===== src/sv/tloop_pkg.sv =====
package tloop_pkg;

    localparam logic [7:0] BYTE_BIAS    = 8'h40;
    localparam logic [7:0] ORDER_TABSET = 8'he3;
    localparam logic [7:0] FLAGS_RESET  = 8'h22;

    localparam logic [7:0] ORD_APL_ON    = 8'ha0;
    localparam logic [7:0] ORD_APL_OFF   = 8'h61;
    localparam logic [7:0] ORD_NULL_ON   = 8'hd5;
    localparam logic [7:0] ORD_NULL_OFF  = 8'h95;
    localparam logic [7:0] ORD_ZONES_ON  = 8'ha9;
    localparam logic [7:0] ORD_ZONES_OFF = 8'he9;
    localparam logic [7:0] ORD_ENTER_ON  = 8'h85;
    localparam logic [7:0] ORD_ENTER_OFF = 8'hc5;
    localparam logic [7:0] ORD_CFTAB_ON  = 8'h83;
    localparam logic [7:0] ORD_CFTAB_OFF = 8'hc3;
    localparam logic [7:0] ORD_PACE_ON   = 8'hd7;
    localparam logic [7:0] ORD_PACE_OFF  = 8'h97;
    localparam logic [7:0] ORD_ALPHA_ON  = 8'ha5;
    localparam logic [7:0] ORD_ALPHA_OFF = 8'he5;
    localparam logic [7:0] ORD_WRAP_ON   = 8'ha6;
    localparam logic [7:0] ORD_WRAP_OFF  = 8'he6;

    localparam logic [2:0] FLAG_APL   = 3'd0;
    localparam logic [2:0] FLAG_NULL  = 3'd1;
    localparam logic [2:0] FLAG_ZONES = 3'd2;
    localparam logic [2:0] FLAG_ENTER = 3'd3;
    localparam logic [2:0] FLAG_CFTAB = 3'd4;
    localparam logic [2:0] FLAG_PACE  = 3'd5;
    localparam logic [2:0] FLAG_ALPHA = 3'd6;
    localparam logic [2:0] FLAG_WRAP  = 3'd7;

    localparam logic [1:0] PH_ORDER  = 2'd0;
    localparam logic [1:0] PH_HOME   = 2'd1;
    localparam logic [1:0] PH_MARGIN = 2'd2;
    localparam logic [1:0] PH_TABS   = 2'd3;

    typedef struct packed {
        logic       hit_flag;
        logic [2:0] flag_bit;
        logic       flag_val;
        logic       tabset;
    } t_order;

    typedef struct packed {
        logic [7:0] flags;
        logic [4:0] home;
        logic [6:0] margin;
        logic       tab;
        logic       done;
    } t_result;

    function automatic t_order decode_order(logic [7:0] b);
        t_order d;
        d = '0;
        unique case (b)
            ORD_APL_ON:    d = '{1'b1, FLAG_APL,   1'b1, 1'b0};
            ORD_APL_OFF:   d = '{1'b1, FLAG_APL,   1'b0, 1'b0};
            ORD_NULL_ON:   d = '{1'b1, FLAG_NULL,  1'b1, 1'b0};
            ORD_NULL_OFF:  d = '{1'b1, FLAG_NULL,  1'b0, 1'b0};
            ORD_ZONES_ON:  d = '{1'b1, FLAG_ZONES, 1'b1, 1'b0};
            ORD_ZONES_OFF: d = '{1'b1, FLAG_ZONES, 1'b0, 1'b0};
            ORD_ENTER_ON:  d = '{1'b1, FLAG_ENTER, 1'b1, 1'b0};
            ORD_ENTER_OFF: d = '{1'b1, FLAG_ENTER, 1'b0, 1'b0};
            ORD_CFTAB_ON:  d = '{1'b1, FLAG_CFTAB, 1'b1, 1'b0};
            ORD_CFTAB_OFF: d = '{1'b1, FLAG_CFTAB, 1'b0, 1'b0};
            ORD_PACE_ON:   d = '{1'b1, FLAG_PACE,  1'b1, 1'b0};
            ORD_PACE_OFF:  d = '{1'b1, FLAG_PACE,  1'b0, 1'b0};
            ORD_ALPHA_ON:  d = '{1'b1, FLAG_ALPHA, 1'b1, 1'b0};
            ORD_ALPHA_OFF: d = '{1'b1, FLAG_ALPHA, 1'b0, 1'b0};
            ORD_WRAP_ON:   d = '{1'b1, FLAG_WRAP,  1'b1, 1'b0};
            ORD_WRAP_OFF:  d = '{1'b1, FLAG_WRAP,  1'b0, 1'b0};
            ORDER_TABSET:  d = '{1'b0, 3'd0,       1'b0, 1'b1};
            default:       d = '0;
        endcase
        return d;
    endfunction

endpackage


===== src/sv/terminal_local_option_order_parser_core.sv =====
// local-option order parser
// input channel: one stream byte per transaction (i_valid / o_stall), with the
// end-of-data mark and a column whose tab-stop bit is reported
// output channel: one result per input transaction (o_valid / i_stall) with the
// eight option flags, home row, left margin, queried tab bit and order-complete
// each result is registered, into the skid register while the output waits
// throughput: one byte per cycle while o_stall is low; all parse state
// updates in the accepting cycle; the tab-stop table lives in flip-flops
// and is cleared by the tab-set order
// a result register plus one skid register sit between the two channels, so a
// byte is still taken while one result waits; o_stall rises only once both are
// full and the receiver keeps i_stall high
// reset (synchronous, active low) empties both result registers, returns the
// parser to the order phase, sets null processing and pacing, clears home and
// margin, and loads tab stops at every eighth column
module terminal_local_option_order_parser_core #(
    parameter int TAB_COLUMNS = 80,
    parameter int SCREEN_ROWS = 24,
    parameter int MAX_TABS    = 28
) (
    input  logic       i_clk,
    input  logic       i_rst_n,
    input  logic       i_valid,
    output logic       o_stall,
    input  logic [7:0] i_data_byte,
    input  logic       i_end_of_data,
    input  logic [6:0] i_query_column,
    output logic       o_valid,
    input  logic       i_stall,
    output logic       o_apl_mode,
    output logic       o_null_processing,
    output logic       o_zones_mode,
    output logic       o_enter_newline,
    output logic       o_column_field_tab,
    output logic       o_pacing,
    output logic       o_alpha_in_numeric,
    output logic       o_word_wrap,
    output logic [4:0] o_home_row,
    output logic [6:0] o_left_margin,
    output logic       o_tab_at_query,
    output logic       o_order_complete
);

    localparam int TW = (TAB_COLUMNS > 1) ? $clog2(TAB_COLUMNS) : 1;

    logic [1:0]             r_phase, n_phase;
    logic [4:0]             r_taken, n_taken;
    logic [7:0]             r_flags, n_flags;
    logic [4:0]             r_home, n_home;
    logic [6:0]             r_margin, n_margin;
    logic [TAB_COLUMNS-1:0] r_tabs, n_tabs;

    logic                   r_out_valid, r_skid_valid;
    tloop_pkg::t_result     r_out, r_skid, n_res;

    logic                   accept, take;
    logic [7:0]             biased;
    logic                   above_bias, home_ok, col_ok, dispatch;
    logic [4:0]             taken_inc;
    tloop_pkg::t_order      ord;

    assign accept     = i_valid && !r_skid_valid;
    assign take       = r_out_valid && !i_stall;
    assign o_stall    = r_skid_valid;

    assign biased     = i_data_byte - tloop_pkg::BYTE_BIAS;
    assign above_bias = i_data_byte >= tloop_pkg::BYTE_BIAS;
    assign home_ok    = above_bias && (biased < 8'(SCREEN_ROWS));
    assign col_ok     = above_bias && ({1'b0, biased} < 9'(TAB_COLUMNS));
    assign taken_inc  = r_taken + 5'd1;
    assign ord        = tloop_pkg::decode_order(i_data_byte);
    assign dispatch   = (r_phase == tloop_pkg::PH_ORDER) ||
                        ((r_phase == tloop_pkg::PH_TABS) && !col_ok);

    always_comb begin
        n_phase  = tloop_pkg::PH_ORDER;
        n_taken  = r_taken;
        n_flags  = r_flags;
        n_home   = r_home;
        n_margin = r_margin;
        n_tabs   = r_tabs;
        n_res    = '0;

        unique case (r_phase)
            tloop_pkg::PH_HOME: begin
                if (home_ok) begin
                    n_home = biased[4:0];
                end
                if (!home_ok || i_end_of_data) begin
                    n_res.done = 1'b1;
                end else begin
                    n_phase = tloop_pkg::PH_MARGIN;
                end
            end
            tloop_pkg::PH_MARGIN: begin
                if (col_ok) begin
                    n_margin = biased[6:0];
                end
                if (!col_ok || i_end_of_data) begin
                    n_res.done = 1'b1;
                end else begin
                    n_taken = '0;
                    n_phase = tloop_pkg::PH_TABS;
                end
            end
            tloop_pkg::PH_TABS: begin
                n_res.done = 1'b1;
                if (col_ok) begin
                    n_tabs[biased[TW-1:0]] = 1'b1;
                    n_taken = taken_inc;
                    if (taken_inc < 5'(MAX_TABS) && !i_end_of_data) begin
                        n_res.done = 1'b0;
                        n_phase    = tloop_pkg::PH_TABS;
                    end
                end
            end
            default: begin
            end
        endcase

        // order byte, also a rejected tab byte
        if (dispatch) begin
            if (ord.hit_flag) begin
                n_flags[ord.flag_bit] = ord.flag_val;
            end
            if (ord.tabset) begin
                n_tabs = '0;
                if (!i_end_of_data) begin
                    n_phase = tloop_pkg::PH_HOME;
                end
            end
            n_res.done = (r_phase == tloop_pkg::PH_TABS) ||
                         !(ord.tabset && !i_end_of_data);
        end

        n_res.flags  = n_flags;
        n_res.home   = n_home;
        n_res.margin = n_margin;
        n_res.tab    = ({1'b0, i_query_column} < 8'(TAB_COLUMNS)) ?
                       n_tabs[i_query_column[TW-1:0]] : 1'b0;
    end

    always_ff @(posedge i_clk) begin
        if (!i_rst_n) begin
            r_phase      <= tloop_pkg::PH_ORDER;
            r_taken      <= '0;
            r_flags      <= tloop_pkg::FLAGS_RESET;
            r_home       <= '0;
            r_margin     <= '0;
            for (int i = 0; i < TAB_COLUMNS; i++) begin
                r_tabs[i] <= ((i % 8) == 0);
            end
            r_out_valid  <= 1'b0;
            r_skid_valid <= 1'b0;
        end else begin
            if (accept) begin
                r_phase  <= n_phase;
                r_taken  <= n_taken;
                r_flags  <= n_flags;
                r_home   <= n_home;
                r_margin <= n_margin;
                r_tabs   <= n_tabs;
            end
            if (take || !r_out_valid) begin
                r_out_valid  <= r_skid_valid || accept;
                r_skid_valid <= 1'b0;
            end else if (accept) begin
                r_skid_valid <= 1'b1;
            end
        end
    end

    always_ff @(posedge i_clk) begin
        if (take || !r_out_valid) begin
            if (r_skid_valid) begin
                r_out <= r_skid;
            end else if (accept) begin
                r_out <= n_res;
            end
        end else if (accept) begin
            r_skid <= n_res;
        end
    end

    assign o_valid            = r_out_valid;
    assign o_apl_mode         = r_out.flags[tloop_pkg::FLAG_APL];
    assign o_null_processing  = r_out.flags[tloop_pkg::FLAG_NULL];
    assign o_zones_mode       = r_out.flags[tloop_pkg::FLAG_ZONES];
    assign o_enter_newline    = r_out.flags[tloop_pkg::FLAG_ENTER];
    assign o_column_field_tab = r_out.flags[tloop_pkg::FLAG_CFTAB];
    assign o_pacing           = r_out.flags[tloop_pkg::FLAG_PACE];
    assign o_alpha_in_numeric = r_out.flags[tloop_pkg::FLAG_ALPHA];
    assign o_word_wrap        = r_out.flags[tloop_pkg::FLAG_WRAP];
    assign o_home_row         = r_out.home;
    assign o_left_margin      = r_out.margin;
    assign o_tab_at_query     = r_out.tab;
    assign o_order_complete   = r_out.done;

endmodule


===== config.mk =====
export PLATFORM = sky130hd
export DESIGN_NAME = terminal_local_option_order_parser_core
export DESIGN_NICKNAME = d
export VERILOG_FILES = /design/src/sv/tloop_pkg.sv /design/src/sv/terminal_local_option_order_parser_core.sv
export SDC_FILE = /design/constraint.sdc
export NUM_CORES = 1
export LEC_CHECK = 0
export BUFFER_PORTS_ARGS = -buffer_cell sky130_fd_sc_hd__buf_2
export CAP_MARGIN = 20
export CORE_UTILIZATION = 35
export CTS_CLUSTER_SIZE = 24
export DETAILED_ROUTE_END_ITERATION = 12
export PLACE_DENSITY = 0.5
export SYNTH_ARGS = -nofsm -noshare
export SYNTH_HDL_FRONTEND = slang
export SYNTH_SLANG_ARGS = --single-unit

===== constraint.sdc =====
create_clock -name i_clk -period 3.2 [get_ports i_clk]
set_clock_uncertainty 0.1 [all_clocks]
set_input_delay 0.32 -clock i_clk [delete_from_list [all_inputs] [get_ports i_clk]]
set_output_delay 0.32 -clock i_clk [all_outputs]
set_load 0.01 [all_outputs]

==> After elaboration in Yosys (flattened, before gate mapping) <==
Cells that the tools add are included.
{ "word_totals": {"reg_bits": 153, "input_bits": 20, "output_inout_bits": 24, "wordCells": 122} }
{ "classes": {"add_sub_neg": 2, "magnitude_cmp": 10, "n_eq_ne": 22, "n_mux": 38, "bitwise_logic": 3, "reduce_logical": 29} }
{ "ops": {"columns": ["operator", "count"], "rows": [
  ["80-bit 2-to-1 mux", 4],
  ["8-bit equality test (second input constant)", 16],
  ["6-bit one-hot mux with 17 select lines", 1],
  ["80-bit OR", 1],
  ["22-bit 2-to-1 mux", 2],
  ["5-bit 2-to-1 mux", 4],
  ["7-bit by 8-bit less-than comparator with 1-bit output (second input constant)", 2],
  ["8-bit 2-to-1 mux", 2],
  ["2-bit 2-to-1 mux", 7],
  ["7-bit 2-to-1 mux", 2],
  ["5-bit one-hot mux with 2 select lines", 1],
  ["1-bit logical AND", 9],
  ["1-bit 2-to-1 mux", 9],
  ["8-bit bitwise mux", 1],
  ["8-bit by 7-bit equality test with 1-bit output (second input constant)", 1],
  ["8-bit by 7-bit greater-or-equal comparator with 1-bit output (second input constant)", 1],
  ["8-bit by 5-bit less-than comparator with 1-bit output (second input constant)", 1],
  ["8-bit by 7-bit less-than comparator with 1-bit output (second input constant)", 1],
  ["8-bit by 7-bit subtractor with 8-bit output (second input constant)", 1],
  ["1-bit binary-select mux with 7-bit select", 1],
  ["1-bit demux with 7-bit select", 1],
  ["7-bit by 1-bit greater-or-equal comparator with 1-bit output (second input constant)", 1],
  ["1-bit zero test", 7],
  ["7-bit less-than comparator (second input constant)", 1],
  ["17 further kinds", 27]
]} }

==> Longest topological paths before layout <==
{ "logic_depth": {"word_depth": 15, "depth_mapped": 12, "depth_no_buf": 10} }

==> Least setup slack after synthesis <==
Ideal clock, no wire load.
{ "synth_path": {"path_kind": "in2reg", "start": "in i_data_byte[6]", "end": "reg r_out (netlist bit o_tab_at_query), data pin", "setup_time_ps": 152, "arrival_time_ps": 2455, "t_required_ps": 2948, "path_slack_ps": 494, "path_stages": 10, "path_buffers": 0, "cell_sequence": "inv_1 > ha_1 > nor4b_4 > a41oi_1 > mux4_2 > or4_1 > o21a_1 > o311ai_1 > a311oi_1 > a31oi_1"} }
{ "synth_via": {"elab_chain_len": 15, "elab_cells_between_ends": 40, "cone_classes": "1 x add/sub; 4 x order compare; 17 x eq/ne; 12 x mux; 1 x bitwise; 5 x reduce/logical"} }
{ "synth_rtl": {"columns": ["item", "line_no", "rtl"], "rows": [
  ["start, declared", "terminal_local_option_order_parser_core.sv:25", "input logic [7:0] i_data_byte,"],
  ["8-bit by 7-bit subtractor with 8-bit output", "terminal_local_option_order_parser_core.sv:66", "assign biased = i_data_byte - tloop_pkg::BYTE_BIAS;"],
  ["7-bit by 8-bit less-than comparator with 1-bit output (not written as such) or 7-bit by 1-bit greater-or-equal comparator with 1-bit output (tied branches)", "terminal_local_option_order_parser_core.sv:109", "n_tabs[biased[TW-1:0]] = 1'b1;"],
  ["1-bit logical AND (not written as such)", "terminal_local_option_order_parser_core.sv:109", null],
  ["1-bit 2-to-1 mux (not written as such)", "terminal_local_option_order_parser_core.sv:109", null],
  ["1-bit demux with 7-bit select", "terminal_local_option_order_parser_core.sv:109", null],
  ["80-bit OR (no source line)", null, null],
  ["80-bit 2-to-1 mux", "terminal_local_option_order_parser_core.sv:108", "if (col_ok) begin"],
  ["80-bit 2-to-1 mux", "terminal_local_option_order_parser_core.sv:84", "unique case (r_phase)"],
  ["80-bit 2-to-1 mux", "terminal_local_option_order_parser_core.sv:126", "if (ord.tabset) begin"],
  ["80-bit 2-to-1 mux *", "terminal_local_option_order_parser_core.sv:122", "if (dispatch) begin"],
  ["1-bit binary-select mux with 7-bit select *", "terminal_local_option_order_parser_core.sv:140", "n_tabs[i_query_column[TW-1:0]] : 1'b0;"],
  ["1-bit 2-to-1 mux (not written as such) *", "terminal_local_option_order_parser_core.sv:140", null],
  ["1-bit 2-to-1 mux *", "terminal_local_option_order_parser_core.sv:139", "n_res.tab = ({1'b0, i_query_column} < 8'(TAB_COLUMNS)) ?"],
  ["22-bit 2-to-1 mux *", "terminal_local_option_order_parser_core.sv:177", "end else if (accept) begin"],
  ["22-bit 2-to-1 mux *", "terminal_local_option_order_parser_core.sv:175", "if (r_skid_valid) begin"],
  ["end signal, assigned", "terminal_local_option_order_parser_core.sv:176", "r_out <= r_skid;"],
  ["end signal, assigned", "terminal_local_option_order_parser_core.sv:178", "r_out <= n_res;"],
  ["end, declared", "terminal_local_option_order_parser_core.sv:54", "tloop_pkg::t_result r_out, r_skid, n_res;"]
]} }
Every way passes the cells marked *; elsewhere a longest branch is shown, timed or not. The select of a mux whose other input is x is not followed.
A chain may end at the register's enable or synchronous reset.

==> Worst setup path after layout <==
{ "layout_path": {"start": "reg r_phase[0]", "end": "reg r_out (netlist bit o_tab_at_query), data pin"} }
{ "layout_via": {"elab_chain_len": 9, "elab_cells_between_ends": 12, "cone_classes": "1 x eq/ne; 8 x mux; 3 x reduce/logical"} }
{ "layout_rtl": {"columns": ["item", "line_no", "rtl"], "rows": [
  ["start, declared", "terminal_local_option_order_parser_core.sv:46", "logic [1:0] r_phase, n_phase;"],
  ["start signal, assigned", "terminal_local_option_order_parser_core.sv:145", "r_phase <= tloop_pkg::PH_ORDER;"],
  ["start signal, assigned", "terminal_local_option_order_parser_core.sv:157", "r_phase <= n_phase;"],
  ["2-bit equality test", "terminal_local_option_order_parser_core.sv:73, terminal_local_option_order_parser_core.sv:84", null],
  ["80-bit 2-to-1 mux or 1-bit logical AND (tied branches)", "terminal_local_option_order_parser_core.sv:84, terminal_local_option_order_parser_core.sv:73", null],
  ["80-bit 2-to-1 mux or 1-bit logical OR (tied branches)", "terminal_local_option_order_parser_core.sv:126, terminal_local_option_order_parser_core.sv:72", null],
  ["80-bit 2-to-1 mux *", "terminal_local_option_order_parser_core.sv:122", null],
  ["1-bit binary-select mux with 7-bit select *", "terminal_local_option_order_parser_core.sv:140", null],
  ["1-bit 2-to-1 mux (not written as such) *", "terminal_local_option_order_parser_core.sv:140", null],
  ["1-bit 2-to-1 mux *", "terminal_local_option_order_parser_core.sv:139", null],
  ["22-bit 2-to-1 mux *", "terminal_local_option_order_parser_core.sv:177", null],
  ["22-bit 2-to-1 mux *", "terminal_local_option_order_parser_core.sv:175", null]
]} }
Marked as above.

==> summary.md <==
| Metric | Value |
|---|---|
| Status | finished clean |
| Fin worst setup slack | 286 ps |
| Syn_nets | 875 |
| Later-pin clock latency in the skew report | 440 ps |
| Yosys warns | 0 |
| Sink Count | 153 |
| Synth Area in Simple Gates | 20.7% |
| P&R area growth vs syn | 19.3% |
| Wire length of the first global-routing pass | 37.3 mm |
| Pwr Density | 501 mW/mm^2 |
| First-pass DRT Iterations | 5 |
| CTS Buffer Depth | 2 |
| Post-synthesis mux area share | 5.28% |
| Gpl congestion | 0.864 |
| Vias in the first global route | 6332 |
| Synth top area cells | dfxtp_1 (29%), edfxtp_1 (17%), a21oi_1 (7.7%), nor2_1 (6.3%), mux2_2 (4.0%) |
| Grt total ovfl | 0 |
| Largest family of logic cells by synthesized area | compound AO/OA/AOI/OAI gates |
| Die X | 149 microns |
| Ports | 44 |
| Post-synthesis sequential area ratio | 46.3% |
| Tmin final | 2910 ps |
| Total Die Area | 0.0222 sq mm |
| Area share of fa/ha/maj cells after synthesis | 0.993% |
| Hold-fix buffers, CTS | 0 |
| Final wirelength | 23.7 mm |
| Peak supply drop | 356 uV |
| Hold WC Path Type | input pin to flip-flop |
| Max FO, Critical Path | 9 |
| Period utilisation layout | 91.1% |
| Row count | 53 |
| Seq cells post-synth | 153 |
| Die height | 149 microns |
| Post-synth top area share | 28.9% |
| Worst slack at placement | 43.9 ps |
| HPWL after DPL | 16.3 mm |
| Worst-path clk slew | 70 ps |
| Final Hold Viols | 0 |
| Unique cell type count in the Yosys netlist | 76 |
| CTS tree | yes |
| Non-filler cells, final | 1207 |
| Initial antenna violation count | 0 |
| Post-synth top flop | dfxtp_1 |
| Worst slew pin tran | 1090 ps |
| Max frequency | 343 MHz |
| Fin. max-slew vios | 0 |
| Mean routed wirelength per cell | 19.7 microns |
| Drc violations | 0 |
| XOR/XNOR Fraction of Synth Area | 0.695% |
| Worst Path Required | 3390 ps |
| Critical path type | flip-flop to flip-flop |
| Post-cts gate resize count | 0 |
| Largest net degree at the start of global routing | 71 |
| Postcts setup bufs | 0 |
| DR iter-0 viols | 581 |
| GRT Util Overall | 22.2% |
| Final TNS setup | 0 ps |
| Async S/R FF share, synth | 0% |
| Clk Tree Root Cell | clkbuf_16 |
| Vias per inst | 5.58 |
| Mean post-synth cell area | 8.90 sq um |
| Max-cap violations | 0 |
| Core area | 0.0211 sq mm |
| Cells after DPL | 1175 |
| Via count | 6738 |
| Routed Antenna Nets | 0 |
| Cell taking the most area after synthesis | dfxtp_1 |
| Core Util, Final | 42.8% |
| Share of cells above drive strength 1 | 20.4% |
| Number of synthesized flops with an enable pin | 44 |
| Compound-gate portion of the synthesized area | 22.0% |
| Leakage Power | 3.32 nW |
| CTS Buf Count | 17 |
| Post-Syn Area | 0.00756 sq mm |
| Crit end category | flip-flop |
| Placed Area | 0.00844 sq mm |
| Nets | 945 |
| Final setup vio count | 0 |
| Synthesized instance count | 849 |
| I/O Buffers | 43 |
| Rel. slew slack | 26.8% |
| Worst EP arrival | 3100 ps |
| Critical path launch point type | flip-flop |
| ANT cells | 0 |
| Final instance area | 0.00902 sq mm |
| H-tree depth | 4 |
| RSZ-0062 raised after global routing | no |
| Starting Density | 35.8% |
==> cell usage after synthesis (22+ instances only) <==
master	count
mux2_2	27
a21oi_1	117
nor3_1	26
nand3_1	22
nor2_1	127
nand2_1	52
a211oi_1	33
o21ai_0	38
dfxtp_1	109
clkbuf_1	31
edfxtp_1	44
==> layer usage <==
layer | GRT usage (%) | vias to the layer above | part of all wire [%]
li1 | - | 3285 | -
met1 | 30.7 | 3223 | 48
met2 | 34.8 | 199 | 45
met3 | 3.91 | 31 | 4.9
met4 | 7.19 | 0 | 1.8
met5 | 0 | - | 0
==> placed cells by master, fill, tap and decap left out, types with 6 or more instances in the layout <==
cell       synthesis  final
edfxtp_1          44     44
mux2_2            27     27
o21a_1             6      6
nand3_1           22     22
nand2b_1           7      7
clkbuf_16          0     17
nor2b_1           17     17
a31oi_1            8      8
ha_1               6      6
o21ai_0           38     38
a21oi_1          117    116
nand4_1            6      6
buf_4              2     60
a211oi_1          33     33
and3_1             6      6
nor4_1            12     12
nor2_1           127    126
a21o_1             6      6
a211o_1            9      9
buf_2             17     43
inv_1             10     10
nor3_1            26     26
nand2_1           52     52
dfxtp_1          109    109
==> power by group <==
| group | leakage [nW] | switching [W] | internal (W) | total [W] |
|---|---|---|---|---|
| Sequential | 1.29 | 0.0000169 | 0.00204 | 0.00206 |
| Combinational | 1.76 | 0.000273 | 0.000153 | 0.000426 |
| Clock | 0.270 | 0.000932 | 0.00110 | 0.00203 |
==> worst paths after layout <==
| kind | start | end | slack [ps] | cells past startpoint |
|---|---|---|---|---|
| min reg2reg | r_margin[6]$_SDFFE_PN0P_ | r_margin[6]$_SDFFE_PN0P_ | 360 | 2 |
| min | i_stall | o_stall$_SDFFE_PP0P_ | 140 | 3 |
| max | r_phase[0]$_SDFFE_PN0P_ | o_tab_at_query$_DFFE_PP_ | 290 | 8 |
| max reg2reg | r_phase[0]$_SDFFE_PN0P_ | o_tab_at_query$_DFFE_PP_ | 290 | 8 |
==> worst max-delay path, stage by stage (launching register included) <==
cell	delay (ps)
dfxtp_1	500
nand3b_1	210
nor2_1	740
a211oi_1	160
nor4_1	420
a211o_1	190
a31o_1	150
a311oi_1	110
a31oi_1	180
==> sequential cells by signal (all words and copies together), names as in the netlist, 2 cells and up <==
name,cells
r_taken,5
r_phase,2
r_tabs,80
o_left_margin,7
r_flags,8
r_home,5
r_margin,7
o_home_row,5
r_skid,22
==> logic make-up (layout without fill, tap and decap cells) <==
kind of cell	Yosys count	in the layout
AND/OR/NAND/NOR	312	312
AO/OA/AOI/OAI	268	268
flip-flops	153	153
buffers and inverters	70	153
multiplexers	34	34
adder cells (fa/ha/maj)	6	6
XOR/XNOR	6	6
==> per-stage QoR <==
step	power (W)	hold slack (ps)
finish	0.00452	141
detailed placement	0.00252	349
floorplan	0.00236	296
global route	0.00468	163
CTS	0.00455	126
global placement	0.00253	342
==> cell type report <==
| cell class | instances | area (sq um) |
|---|---|---|
| Fill cell | 2129 | 12100 |
| Multi-Input combinational cell | 626 | 3770 |
| Sequential cell | 153 | 3500 |
| Timing Repair Buffer | 108 | 766 |
| Clock buffer | 17 | 425 |
| Tap cell | 275 | 344 |
| Clock inverter | 15 | 159 |
| Inverter | 13 | 48.8 |
Power figures use the tool's default switching activity.
